<file path="src/hdl/mer_pkg.sv">
package mer_pkg;

  localparam int RADIUS_BITS = 10;
  localparam int COORD_BITS  = 11;
  localparam int OUT_BITS    = COORD_BITS + 2;
  localparam int SQ_W        = 2 * RADIUS_BITS;
  // operands must hold B (2*RADIUS_BITS) and (2x+1)^2 (2*RADIUS_BITS+2)
  localparam int OP_W        = 2 * RADIUS_BITS + 4;
  localparam int PROD_W      = 2 * OP_W;
  localparam int DEC_W       = PROD_W;

  typedef logic [RADIUS_BITS-1:0]     rad_t;
  typedef logic [COORD_BITS-1:0]      coord_t;
  typedef logic signed [OUT_BITS-1:0] point_t;
  typedef logic [SQ_W-1:0]            sq_t;
  typedef logic [OP_W-1:0]            op_t;
  typedef logic [PROD_W-1:0]          prod_t;

  localparam logic CMD_START = 1'b0;
  localparam logic CMD_STEP  = 1'b1;

  typedef struct packed {
    logic   load;
    coord_t cx;
    coord_t cy;
    rad_t   x;
    rad_t   y;
    logic   last;
  } emit_req_t;

endpackage

</file>
<file path="src/hdl/mer_if.sv">
interface mer_in_if;
  logic            valid;
  logic            ready;
  logic            command;
  mer_pkg::coord_t center_x;
  mer_pkg::coord_t center_y;
  mer_pkg::rad_t   radius_x;
  mer_pkg::rad_t   radius_y;

  modport source (output valid, command, center_x, center_y, radius_x, radius_y,
                  input ready);
  modport sink (input valid, command, center_x, center_y, radius_x, radius_y,
                output ready);
endinterface

interface mer_out_if;
  logic            valid;
  logic            ready;
  mer_pkg::point_t point_x;
  mer_pkg::point_t point_y;
  logic            last_point;

  modport source (output valid, point_x, point_y, last_point, input ready);
  modport sink (input valid, point_x, point_y, last_point, output ready);
endinterface

</file>
<file path="src/hdl/mer_mul.sv">
module mer_mul (
  input  logic           clk,
  input  mer_pkg::op_t   op_a,
  input  mer_pkg::op_t   op_b,
  output mer_pkg::prod_t prod
);
  import mer_pkg::*;

  prod_t prod_r;

  always_ff @(posedge clk) begin
    prod_r <= prod_t'(op_a) * prod_t'(op_b);
  end

  assign prod = prod_r;

endmodule

</file>
<file path="src/hdl/mer_core.sv">
module mer_core (
  input  logic                clk,
  input  logic                rst_n,
  mer_in_if.sink              in_ch,
  input  logic                emit_free,
  output mer_pkg::emit_req_t  emit_req
);
  import mer_pkg::*;

  typedef enum logic [4:0] {
    ST_IDLE, ST_SQA, ST_SQB, ST_AB, ST_INIT,
    ST_C1, ST_C2, ST_C3, ST_R1A, ST_R1B,
    ST_I2, ST_I3, ST_I4, ST_I5, ST_I6,
    ST_R2A, ST_R2B, ST_R2C, ST_R2D
  } state_t;

  state_t              state_r, state_nxt;
  logic                active_r, active_nxt;
  logic                region_two_r, region_two_nxt;
  logic                neg_r, neg_nxt;
  rad_t                x_r, x_nxt;
  rad_t                y_r, y_nxt;
  rad_t                ra_r, ra_nxt;
  rad_t                rb_r, rb_nxt;
  coord_t              cx_r, cx_nxt;
  coord_t              cy_r, cy_nxt;
  sq_t                 a2_r, a2_nxt;
  sq_t                 b2_r, b2_nxt;
  logic [DEC_W-1:0]    dec_r, dec_nxt;
  prod_t               tmp_r, tmp_nxt;

  op_t                 op_a;
  op_t                 op_b;
  prod_t               p;
  logic                in_acc;

  logic [RADIUS_BITS:0]   xp1;
  logic [RADIUS_BITS:0]   y2m1;
  logic [RADIUS_BITS:0]   y2m2;
  logic [RADIUS_BITS+1:0] x2p1;
  logic [RADIUS_BITS+1:0] x2p2;
  logic [RADIUS_BITS+1:0] x2p3;
  rad_t                   ym1;

  mer_mul u_mul (
    .clk  (clk),
    .op_a (op_a),
    .op_b (op_b),
    .prod (p)
  );

  assign in_ch.ready = (state_r == ST_IDLE) && emit_free;
  assign in_acc      = in_ch.valid && in_ch.ready;

  assign emit_req.load = in_acc && (in_ch.command == CMD_STEP) && active_r;
  assign emit_req.cx   = cx_r;
  assign emit_req.cy   = cy_r;
  assign emit_req.x    = x_r;
  assign emit_req.y    = y_r;
  assign emit_req.last = (y_r == '0);

  assign xp1  = (RADIUS_BITS+1)'(x_r) + (RADIUS_BITS+1)'(1);
  assign y2m1 = {y_r, 1'b0} - (RADIUS_BITS+1)'(1);
  assign y2m2 = {y_r, 1'b0} - (RADIUS_BITS+1)'(2);
  assign x2p1 = (RADIUS_BITS+2)'({x_r, 1'b0}) + (RADIUS_BITS+2)'(1);
  assign x2p2 = (RADIUS_BITS+2)'({x_r, 1'b0}) + (RADIUS_BITS+2)'(2);
  assign x2p3 = (RADIUS_BITS+2)'({x_r, 1'b0}) + (RADIUS_BITS+2)'(3);
  assign ym1  = y_r - RADIUS_BITS'(1);

  always_comb begin
    state_nxt      = state_r;
    active_nxt     = active_r;
    region_two_nxt = region_two_r;
    neg_nxt        = neg_r;
    x_nxt          = x_r;
    y_nxt          = y_r;
    ra_nxt         = ra_r;
    rb_nxt         = rb_r;
    cx_nxt         = cx_r;
    cy_nxt         = cy_r;
    a2_nxt         = a2_r;
    b2_nxt         = b2_r;
    dec_nxt        = dec_r;
    tmp_nxt        = tmp_r;
    op_a           = '0;
    op_b           = '0;
    case (state_r)
      ST_IDLE: begin
        if (in_acc) begin
          if (in_ch.command == CMD_START) begin
            cx_nxt         = in_ch.center_x;
            cy_nxt         = in_ch.center_y;
            ra_nxt         = in_ch.radius_x;
            rb_nxt         = in_ch.radius_y;
            x_nxt          = '0;
            y_nxt          = in_ch.radius_y;
            region_two_nxt = 1'b0;
            active_nxt     = 1'b1;
            state_nxt      = ST_SQA;
          end else if (active_r) begin
            if (y_r == '0) begin
              active_nxt = 1'b0;
            end else if (region_two_r) begin
              state_nxt = ST_R2A;
            end else begin
              state_nxt = ST_C1;
            end
          end
        end
      end
      ST_SQA: begin
        op_a      = OP_W'(ra_r);
        op_b      = OP_W'(ra_r);
        state_nxt = ST_SQB;
      end
      ST_SQB: begin
        a2_nxt    = p[SQ_W-1:0];
        op_a      = OP_W'(rb_r);
        op_b      = OP_W'(rb_r);
        state_nxt = ST_AB;
      end
      ST_AB: begin
        // d starts as A + 4B, then 4Ab comes off
        b2_nxt    = p[SQ_W-1:0];
        dec_nxt   = DEC_W'(a2_r) + (p << 2);
        op_a      = OP_W'(a2_r);
        op_b      = OP_W'(rb_r);
        state_nxt = ST_INIT;
      end
      ST_INIT: begin
        dec_nxt   = dec_r - (p << 2);
        state_nxt = ST_IDLE;
      end
      ST_C1: begin
        op_a      = OP_W'(a2_r);
        op_b      = OP_W'(y2m1);
        state_nxt = ST_C2;
      end
      ST_C2: begin
        tmp_nxt   = p;
        op_a      = OP_W'(b2_r);
        op_b      = OP_W'(xp1);
        state_nxt = ST_C3;
      end
      ST_C3: begin
        if (tmp_r > (p << 1)) begin
          op_a      = OP_W'(b2_r);
          op_b      = OP_W'(x2p3);
          state_nxt = ST_R1A;
        end else begin
          // switch over to region 2: rebuild d from scratch
          op_a      = OP_W'(x2p1);
          op_b      = OP_W'(x2p1);
          state_nxt = ST_I2;
        end
      end
      ST_R1A: begin
        neg_nxt   = dec_r[DEC_W-1];
        dec_nxt   = dec_r + (p << 2);
        op_a      = OP_W'(a2_r);
        op_b      = OP_W'(y2m2);
        state_nxt = ST_R1B;
      end
      ST_R1B: begin
        if (!neg_r) begin
          dec_nxt = dec_r - (p << 2);
          y_nxt   = ym1;
        end
        x_nxt     = xp1[RADIUS_BITS-1:0];
        state_nxt = ST_IDLE;
      end
      ST_I2: begin
        tmp_nxt   = p;
        op_a      = OP_W'(ym1);
        op_b      = OP_W'(ym1);
        state_nxt = ST_I3;
      end
      ST_I3: begin
        op_a      = OP_W'(b2_r);
        op_b      = tmp_r[OP_W-1:0];
        tmp_nxt   = p;
        state_nxt = ST_I4;
      end
      ST_I4: begin
        dec_nxt   = p;
        op_a      = OP_W'(a2_r);
        op_b      = tmp_r[OP_W-1:0];
        state_nxt = ST_I5;
      end
      ST_I5: begin
        dec_nxt   = dec_r + (p << 2);
        op_a      = OP_W'(a2_r);
        op_b      = OP_W'(b2_r);
        state_nxt = ST_I6;
      end
      ST_I6: begin
        dec_nxt        = dec_r - (p << 2);
        region_two_nxt = 1'b1;
        state_nxt      = ST_R2A;
      end
      ST_R2A: begin
        op_a      = OP_W'(b2_r);
        op_b      = OP_W'(x2p2);
        state_nxt = ST_R2B;
      end
      ST_R2B: begin
        if (dec_r[DEC_W-1]) begin
          dec_nxt = dec_r + (p << 2);
          x_nxt   = xp1[RADIUS_BITS-1:0];
        end
        op_a      = OP_W'(a2_r);
        op_b      = OP_W'(y_r);
        state_nxt = ST_R2C;
      end
      ST_R2C: begin
        dec_nxt   = dec_r - (p << 3);
        y_nxt     = ym1;
        op_a      = OP_W'(a2_r);
        op_b      = OP_W'(12);
        state_nxt = ST_R2D;
      end
      ST_R2D: begin
        dec_nxt   = dec_r + p;
        state_nxt = ST_IDLE;
      end
      default: begin
        state_nxt = ST_IDLE;
      end
    endcase
  end

  always_ff @(posedge clk) begin
    if (!rst_n) begin
      state_r      <= ST_IDLE;
      active_r     <= 1'b0;
      region_two_r <= 1'b0;
    end else begin
      state_r      <= state_nxt;
      active_r     <= active_nxt;
      region_two_r <= region_two_nxt;
    end
    neg_r <= neg_nxt;
    x_r   <= x_nxt;
    y_r   <= y_nxt;
    ra_r  <= ra_nxt;
    rb_r  <= rb_nxt;
    cx_r  <= cx_nxt;
    cy_r  <= cy_nxt;
    a2_r  <= a2_nxt;
    b2_r  <= b2_nxt;
    dec_r <= dec_nxt;
    tmp_r <= tmp_nxt;
  end

  a_start_seq: assert property (@(posedge clk) disable iff (!rst_n)
    in_acc && (in_ch.command == CMD_START) |=> state_r == ST_SQA)
    else $error("start word did not enter squaring sequence");

  a_emit_free: assert property (@(posedge clk) disable iff (!rst_n)
    emit_req.load |-> emit_free)
    else $error("emitter loaded while busy");

  a_y_step: assert property (@(posedge clk) disable iff (!rst_n)
    state_r == ST_R2C |=> y_r == $past(ym1))
    else $error("region 2 step did not lower y");

  a_region_switch: assert property (@(posedge clk) disable iff (!rst_n)
    $rose(region_two_r) |-> $past(state_r) == ST_I6)
    else $error("region 2 entered outside its set-up sequence");

endmodule

</file>
<file path="src/hdl/mer_emit.sv">
module mer_emit (
  input  logic               clk,
  input  logic               rst_n,
  input  mer_pkg::emit_req_t emit_req,
  output logic               emit_free,
  mer_out_if.source          out_ch
);
  import mer_pkg::*;

  logic                busy_r;
  logic [1:0]          cnt_r;
  coord_t              cx_r;
  coord_t              cy_r;
  rad_t                x_r;
  rad_t                y_r;
  logic                last_r;
  logic [OUT_BITS-1:0] px;
  logic [OUT_BITS-1:0] py;

  // word order: (+x,+y) (+x,-y) (-x,+y) (-x,-y)
  assign px = cnt_r[1] ? (OUT_BITS'(cx_r) - OUT_BITS'(x_r))
                       : (OUT_BITS'(cx_r) + OUT_BITS'(x_r));
  assign py = cnt_r[0] ? (OUT_BITS'(cy_r) - OUT_BITS'(y_r))
                       : (OUT_BITS'(cy_r) + OUT_BITS'(y_r));

  assign out_ch.valid      = busy_r;
  assign out_ch.point_x    = point_t'(px);
  assign out_ch.point_y    = point_t'(py);
  assign out_ch.last_point = last_r && (cnt_r == 2'd3);
  assign emit_free         = !busy_r;

  always_ff @(posedge clk) begin
    if (!rst_n) begin
      busy_r <= 1'b0;
      cnt_r  <= '0;
    end else if (emit_req.load) begin
      busy_r <= 1'b1;
      cnt_r  <= '0;
    end else if (out_ch.valid && out_ch.ready) begin
      cnt_r <= cnt_r + 2'd1;
      if (cnt_r == 2'd3) begin
        busy_r <= 1'b0;
      end
    end
    if (emit_req.load) begin
      cx_r   <= emit_req.cx;
      cy_r   <= emit_req.cy;
      x_r    <= emit_req.x;
      y_r    <= emit_req.y;
      last_r <= emit_req.last;
    end
  end

endmodule

</file>
<file path="src/hdl/midpoint_ellipse_rasterizer_top.sv">
// Midpoint ellipse rasterizer. A start word (command 0) latches the centre and the two
// semi-axes and gives no output; it occupies the block while the squares and the first
// decision value go through the single 24x24 multiplier, whose product is registered.
// Each step word (command 1) after it gives four output words, the quadrant mirrors of
// the current point, the last of them flagged when y has reached 0; a step word while
// no ellipse is active gives nothing. The four words leave from an output stage while
// the sequencer works out the next point in region 1 or region 2, or crosses into
// region 2, one multiply at a time. A new word is taken once the sequencer is idle and
// the four words of the previous step have been taken, so the block does not take a new
// word before it is through with the last; a step word with no active ellipse leaves
// the sequencer idle.
module midpoint_ellipse_rasterizer_top (
  input  logic       clk,
  input  logic       rst_n,
  mer_in_if.sink     in_ch,
  mer_out_if.source  out_ch
);
  import mer_pkg::*;

  emit_req_t emit_req;
  logic      emit_free;

  mer_core u_core (
    .clk       (clk),
    .rst_n     (rst_n),
    .in_ch     (in_ch),
    .emit_free (emit_free),
    .emit_req  (emit_req)
  );

  mer_emit u_emit (
    .clk       (clk),
    .rst_n     (rst_n),
    .emit_req  (emit_req),
    .emit_free (emit_free),
    .out_ch    (out_ch)
  );

endmodule
</file>
<file path="src/flat_wrapper.sv">
// flat-port wrapper written by rule: the top's interface ports become plain ports
module midpoint_ellipse_rasterizer_top_flat import mer_pkg::*;
  (clk, rst_n, in_ch_valid, in_ch_command, in_ch_center_x, in_ch_center_y, in_ch_radius_x, in_ch_radius_y, in_ch_ready, out_ch_valid, out_ch_point_x, out_ch_point_y, out_ch_last_point, out_ch_ready);
  mer_in_if in_ch_i ();
  mer_out_if out_ch_i ();
  input  logic clk;
  input  logic rst_n;
  input wire logic [$bits(in_ch_i.valid)-1:0] in_ch_valid;
  input wire logic [$bits(in_ch_i.command)-1:0] in_ch_command;
  input wire logic [$bits(in_ch_i.center_x)-1:0] in_ch_center_x;
  input wire logic [$bits(in_ch_i.center_y)-1:0] in_ch_center_y;
  input wire logic [$bits(in_ch_i.radius_x)-1:0] in_ch_radius_x;
  input wire logic [$bits(in_ch_i.radius_y)-1:0] in_ch_radius_y;
  output wire logic [$bits(in_ch_i.ready)-1:0] in_ch_ready;
  output wire logic [$bits(out_ch_i.valid)-1:0] out_ch_valid;
  output wire logic [$bits(out_ch_i.point_x)-1:0] out_ch_point_x;
  output wire logic [$bits(out_ch_i.point_y)-1:0] out_ch_point_y;
  output wire logic [$bits(out_ch_i.last_point)-1:0] out_ch_last_point;
  input wire logic [$bits(out_ch_i.ready)-1:0] out_ch_ready;
  assign in_ch_i.valid = in_ch_valid;
  assign in_ch_i.command = in_ch_command;
  assign in_ch_i.center_x = in_ch_center_x;
  assign in_ch_i.center_y = in_ch_center_y;
  assign in_ch_i.radius_x = in_ch_radius_x;
  assign in_ch_i.radius_y = in_ch_radius_y;
  assign in_ch_ready = in_ch_i.ready;
  assign out_ch_valid = out_ch_i.valid;
  assign out_ch_point_x = out_ch_i.point_x;
  assign out_ch_point_y = out_ch_i.point_y;
  assign out_ch_last_point = out_ch_i.last_point;
  assign out_ch_i.ready = out_ch_ready;
  midpoint_ellipse_rasterizer_top u_core (.clk(clk), .rst_n(rst_n), .in_ch(in_ch_i), .out_ch(out_ch_i));
endmodule
</file>
<file path="config.mk">
export PLATFORM = sky130hd
export DESIGN_NAME = midpoint_ellipse_rasterizer_top_flat
export DESIGN_NICKNAME = d
export VERILOG_FILES = /design/src/hdl/mer_pkg.sv /design/src/hdl/mer_if.sv /design/src/hdl/mer_mul.sv /design/src/hdl/mer_core.sv /design/src/hdl/mer_emit.sv /design/src/hdl/midpoint_ellipse_rasterizer_top.sv /design/src/flat_wrapper.sv
export SDC_FILE = /design/constraint.sdc
export NUM_CORES = 2
export LEC_CHECK = 0
export BUFFER_PORTS_ARGS = -buffer_cell sky130_fd_sc_hd__buf_2
export CAP_MARGIN = 20
export CORE_MARGIN = 2
export CORE_UTILIZATION = 40
export CTS_CLUSTER_SIZE = 14
export DETAILED_ROUTE_END_ITERATION = 7
export MAX_ROUTING_LAYER = met4
export SETUP_SLACK_MARGIN = 0.3
export SYNTH_ARGS = -nofsm -noshare
export SYNTH_HDL_FRONTEND = slang
export SYNTH_SLANG_ARGS = --single-unit
</file>
<file path="constraint.sdc">
create_clock -name clk -period 10.26 [get_ports clk]
set_input_delay 2.052 -clock clk [delete_from_list [all_inputs] [get_ports clk]]
set_output_delay 2.052 -clock clk [all_outputs]
set_load 0.005 [all_outputs]
</file>
# Yosys cells after proc, flatten, opt, wreduce, memory -nomap -nowiden
# Cells that the tools add are included.
# word_totals
out_inout_bits	29
elab_cells	134
regBits	300
input_bits	47
# classes
addsub	17
n_bitwise	2
n_reduce_logical	32
mux	33
n_eq_ne	25
multipliers	1
magnitude_cmp	1
# ops
op	count
48-bit one-hot mux with 8 select lines	1
24-bit one-hot mux with 12 select lines	1
20-bit one-hot mux with 6 select lines	1
48-bit adder	2
48-bit two-way mux	2
48-bit subtractor	2
5-bit one-hot mux with 16 select lines	1
10-bit two-way mux	6
10-bit one-hot mux with 3 select lines	2
20-bit by 48-bit adder with 48-bit output	1
48-bit > comparator	1
20-bit by 24-bit multiplier with 44-bit output	1
5-bit by 4-bit == test with 1-bit output (second input constant)	8
13-bit two-way mux	2
11-bit by 10-bit adder with 12-bit output	2
11-bit by 2-bit adder with 12-bit output (second input constant)	2
11-bit by 10-bit subtractor with 12-bit output	2
5-bit by 3-bit == test with 1-bit output (second input constant)	4
20-bit two-way mux	1
5-bit two-way mux	4
5-bit == test (second input constant)	3
11-bit by 1-bit adder with 12-bit output (second input constant)	1
12-bit two-way mux	1
3-bit AND reduction	4
other kinds (27)	56

# Logic depth before layout (Yosys ltp)
# logic_depth
word_depth	7
ltp_mapped	41
depth_no_buf	39

# Cells and area by module
# From an unflattened synthesis, not the netlist that was laid out.
# hier_totals
cells_unflattened	5334
hier_area_um2	46524.6
# by_module_without_submodules
module	area_per_inst_um2	n_inst	cells_per_inst
mer_core	23034.6	1	2747
mer_mul	20084.3	1	2246
mer_emit	3405.8	1	341

# Least setup slack after synthesis
# OpenSTA, ideal clock, no wires.
# synth_timing
path_type	register -> register
start	register u_core.u_core.u_mul.prod_r[1], in the netlist u_core.u_core.u_mul.prod[1]
end	register u_core.u_core.u_mul.prod_r[42], in the netlist u_core.u_core.u_mul.prod[42]
arrival_ns	9.326
setup_ns	0.127
required_time_ns	10.133
path_buffers	2
setup_slack_ns	0.808
synth_period_minus_slack_ns	9.452
path_stages_with_launch	42
path_cell_list	dfxtp_1 > inv_1 > ha_1 > nor2b_1 > o21ai_0 > a21oi_1 > o31a_1 > o21bai_1 > o211ai_1 > o21ai_0 > and2_1 > buf_2 > a221oi_1 > o311ai_0 > clkbuf_1 > nand2_1 > fa_1 > inv_1 > [6 not listed] > fa_1 > inv_1 > fa_1 > inv_1 > fa_1 > inv_1 > ha_1 > and3_1 > a31o_2 > a21oi_1 > o31ai_1 > a311oi_1 > o2111ai_1 > a32oi_1 > o21ai_0 > a21oi_1 > o21ai_0 > xor2_1
# synth_via
elab_chain_len	4
# synth_lines
element	line_no	rtl
start: declaration	mer_mul.sv:9	prod_t prod_r;
start signal: assignment	mer_mul.sv:12	prod_r <= prod_t'(op_a) * prod_t'(op_b);
48-bit > comparator (*)	mer_core.sv:146	if (tmp_r > (p << 1)) begin
12-bit two-way mux or 20-bit two-way mux (tied branches)	mer_core.sv:146	
24-bit one-hot mux with 12 select lines or 20-bit one-hot mux with 6 select lines (tied branches)	mer_core.sv:87	case (state_r)
20-bit by 24-bit multiplier with 44-bit output (*)	mer_mul.sv:12	
# Every way passes the cells marked *; elsewhere a longest branch is shown, timed or not.
# A chain may end at the register's enable or synchronous reset.

# Worst setup path in the final report
# layout_timing
start	register u_core.u_core.y_r[2]
end	register u_core.u_core.u_mul.prod_r[31], in the netlist u_core.u_core.u_mul.prod[31]
# layout_via
elab_chain_len	3
# layout_lines
element	line_no	rtl
start: declaration	mer_core.sv:22	rad_t y_r, y_nxt;
start signal: assignment	mer_core.sv:244	y_r <= y_nxt;
11-bit by 2-bit subtractor with 11-bit output (tied with other cells)	mer_core.sv:64	assign y2m2 = {y_r, 1'b0} - (RADIUS_BITS+1)'(2);
24-bit one-hot mux with 12 select lines or 20-bit one-hot mux with 6 select lines (tied branches)	mer_core.sv:87	
20-bit by 24-bit multiplier with 44-bit output (*)	mer_mul.sv:12	
# Marked as above.

==> run summary <==
Post-Layout Inst Area: 45500 sq um
Synth Area in Simple Gates: 14.1%
Chip Height: 324 um
final core utilization: 44.7%
IO Count: 76
Startpoint Class: flop
Post-Synth XOR/XNOR Area: 4.38%
final setup fails: 0
peak supply drop: 0.126 mV
Routed Antenna Nets: 0
Post-synth top cells: inv_1, nand2_1, ha_1
Die X: 324 um
CP max stage delay: 0.57 ns
Synth Area in Adders: 32.9%
Worst-path clk slew: 0.06 ns
mux cell area share after synthesis: 0.549%
Num CTS Buffers: 36
Most used DFF post-synth: edfxtp_1
Post-Syn Area per Cell: 8.65 sq um
# Max-Cap Violations: 0
DR vias: 36.2k
Clock Latency Late Sink: 0.59 ns
CP most frequent cell: fa_1
synth-to-layout area growth: 11.0%
ys async rst share: 0%
Seq cells post-synth: 292
most common cell in the netlist: inv_1
Setup TNS: 0 ns
RSZ-0062 raised after global routing: false
global-route wire length before repair: 222 mm
leading area contributor after synthesis: fa_1
Final min period: 9.69 ns
WL per Instance: 23.7 um
final-report hold violation count: 0
Detailed Route WL: 148 mm
detailed placement HPWL: 119 mm
hold path startpoint: u_core.u_core.cx_r[5]
GP Congestion: 0.987
CP max-delay cell: fa_1
drt first pass iters: 8
Area after DPL: 43900 sq um
All-Layer GR Usage: 28.8%
Yosys cell types: 92
Core Region: 102000 sq um
Req. time, crit path: 10.77 ns
CTS H-Tree Depth: 2
hold_buf cts: 0
failing checks: design-rule violations
synthesized area: 41000 sq um
reg2reg start: u_core.u_core.y_r[2]
Slew Viols, Final: 0
largest net degree at the start of global routing: 50
critical path class: flop to flop
area fraction of the dominant cell type after synthesis: 19.6%
DRC errors left: 6
WHS: 0.412 ns
Std-Cell Rows: 117
Layout Nets: 5739
synthesized netlist cell count: 4737
Syn Nets: 5620
Via density: 5.79
Initial DRC Count: 3219
leakage power: 20.6 nW
root buffer cell: clkbuf_16
period utilization: 94.4%
layout cells sized above 1: 9.14%
compound-gate portion of the synthesized area: 20.1%
EDFF count, synth: 238
die area: 105000 sq um
Non-Filler Instances: 6252
vias in the first global route: 35.7k
Worst Setup SP: u_core.u_core.y_r[2]
Pwr per Cell Area: 170 nW/um^2
total clock sinks: 292
CTS tree: built
max_slew headroom: 19.2%
f_max: 103 MHz
nature of the critical path endpoint: flop
Hold WC Path Type: flop to flop
Initial Util: 40.3%
outcome: finished, violations left
ranking of synthesized cells by area: fa_1, edfxtp_1, ha_1
dpl cells: 6171
Max Buffers Root-to-Sink: 3
Slew @ Worst Pin: 1.20 ns
initial antenna violation count: 3
grt ovf: 0
combinational family with the most area after synthesis: adder cells
CP Max Fanout: 8
sequential cell area fraction in the yosys report: 20.1%
clock skew: 0.0404 ns
number of synthesis warnings: 0
crit path DAT: 10.20 ns
number of port buffers: 75
## sequential cells by signal, indices dropped and copies added (netlist names), 5 cells and up
register / flops
u_core.u_core.a2_r: 20
u_core.u_core.b2_r: 20
u_core.u_core.cx_r: 11
u_core.u_core.cy_r: 11
u_core.u_core.dec_r: 48
u_core.u_core.ra_r: 10
u_core.u_core.rb_r: 10
u_core.u_core.state_r: 5
u_core.u_core.tmp_r: 44
u_core.u_core.u_mul.prod: 44
u_core.u_core.x_r: 10
u_core.u_core.y_r: 10
u_core.u_emit.cx_r: 11
u_core.u_emit.cy_r: 11
u_core.u_emit.x_r: 10
u_core.u_emit.y_r: 10
## final cells by class
cell class / instances / area [sq um]
antenna: 3 / 7.51
clock buffer: 42 / 955
clock inverter: 21 / 248
fill: 10100 / 56200
inverter: 647 / 2430
multi-input combinational: 3589 / 29900
sequential: 292 / 8230
tap: 1368 / 1710
timing repair buffer: 290 / 2060
## where the power goes
part | internal [mW] | total [mW] | leakage, nW | switching, mW
sequential | 1.55 | 1.77 | 2.60 | 0.220
combinational | 1.63 | 4.62 | 17.4 | 2.99
clock | 0.777 | 1.34 | 0.583 | 0.566
total | 3.95 | 7.73 | 20.6 | 3.78
## logic make-up after synthesis
kind of cell,Yosys count
adder cells (fa/ha/maj),836
XOR/XNOR,205
multiplexers,22
buffers and inverters,856
flip-flops,292
AO/OA/AOI/OAI,1200
AND/OR/NAND/NOR,1326
## timing repair
action                                  in CTS  in global routing
gates resized for setup                      5                 57
cloned                                       0                  2
endpoints found under the setup margin      12                 23
setup buffers                                0                 11
pin swaps                                    0                 21
## worst paths after layout
check | to | slack [ns] | cells after the start
hold reg to reg | u_core.u_emit.cx_r[5] | 0.41 | 0
setup reg to reg | u_core.u_core.u_mul.prod[31] | 0.57 | 33
hold / removal | u_core.u_emit.cx_r[5] | 0.41 | 0
setup / recovery | u_core.u_core.u_mul.prod[31] | 0.57 | 33
## placed cells by master (no fill, tap or decap), drive strengths merged, types with 26 or more instances in the layout
cell	instances
a222oi	28
o21bai	66
nand2	512
a22oi	36
nand3	80
ha	435
edfxtp	238
o21a	34
o211ai	28
inv	647
nor2b	35
xnor2	140
o21ai	200
o221ai	31
a21o	135
xor2	65
a21oi	308
a221oi	48
and3	35
dfxtp	54
nor2	433
nand4	44
nor3	69
fa	401
and2	26
clkbuf	44
a211oi	37
buf	288
a31oi	36
## stage by stage
| step | setup WS, ns | total power, mW |
|---|---|---|
| 4_1_cts | 0.259 | 7.60 |
| 3_5_place_dp | 0.0532 | 6.23 |
| 6_report | 0.573 | 7.73 |
| 3_3_place_gp | -0.0456 | 6.23 |
| 5_1_grt | 0.198 | 8.18 |
| 2_1_floorplan | 0.808 | 4.63 |
## worst max-delay path, delay by kind of cell (launching register included)
kind,cells,cell delay (ns)
simple gates,4,1.24
flops,1,0.52
compound gates,12,2.78
buf+inv,7,0.69
xor+xnor,2,0.48
fa+ha+maj,8,3.88
## metal layers
metal / global-route usage [%] / vias to the layer above / routed length (um)
met5: - / - / 0
met4: 15.3 / 0 / 8970
met3: 3.76 / 359 / 8990
met2: 48.3 / 1394 / 72200
met1: 33.5 / 17800 / 57800
li1: - / 16700 / -
Power figures use the tool's default switching activity.
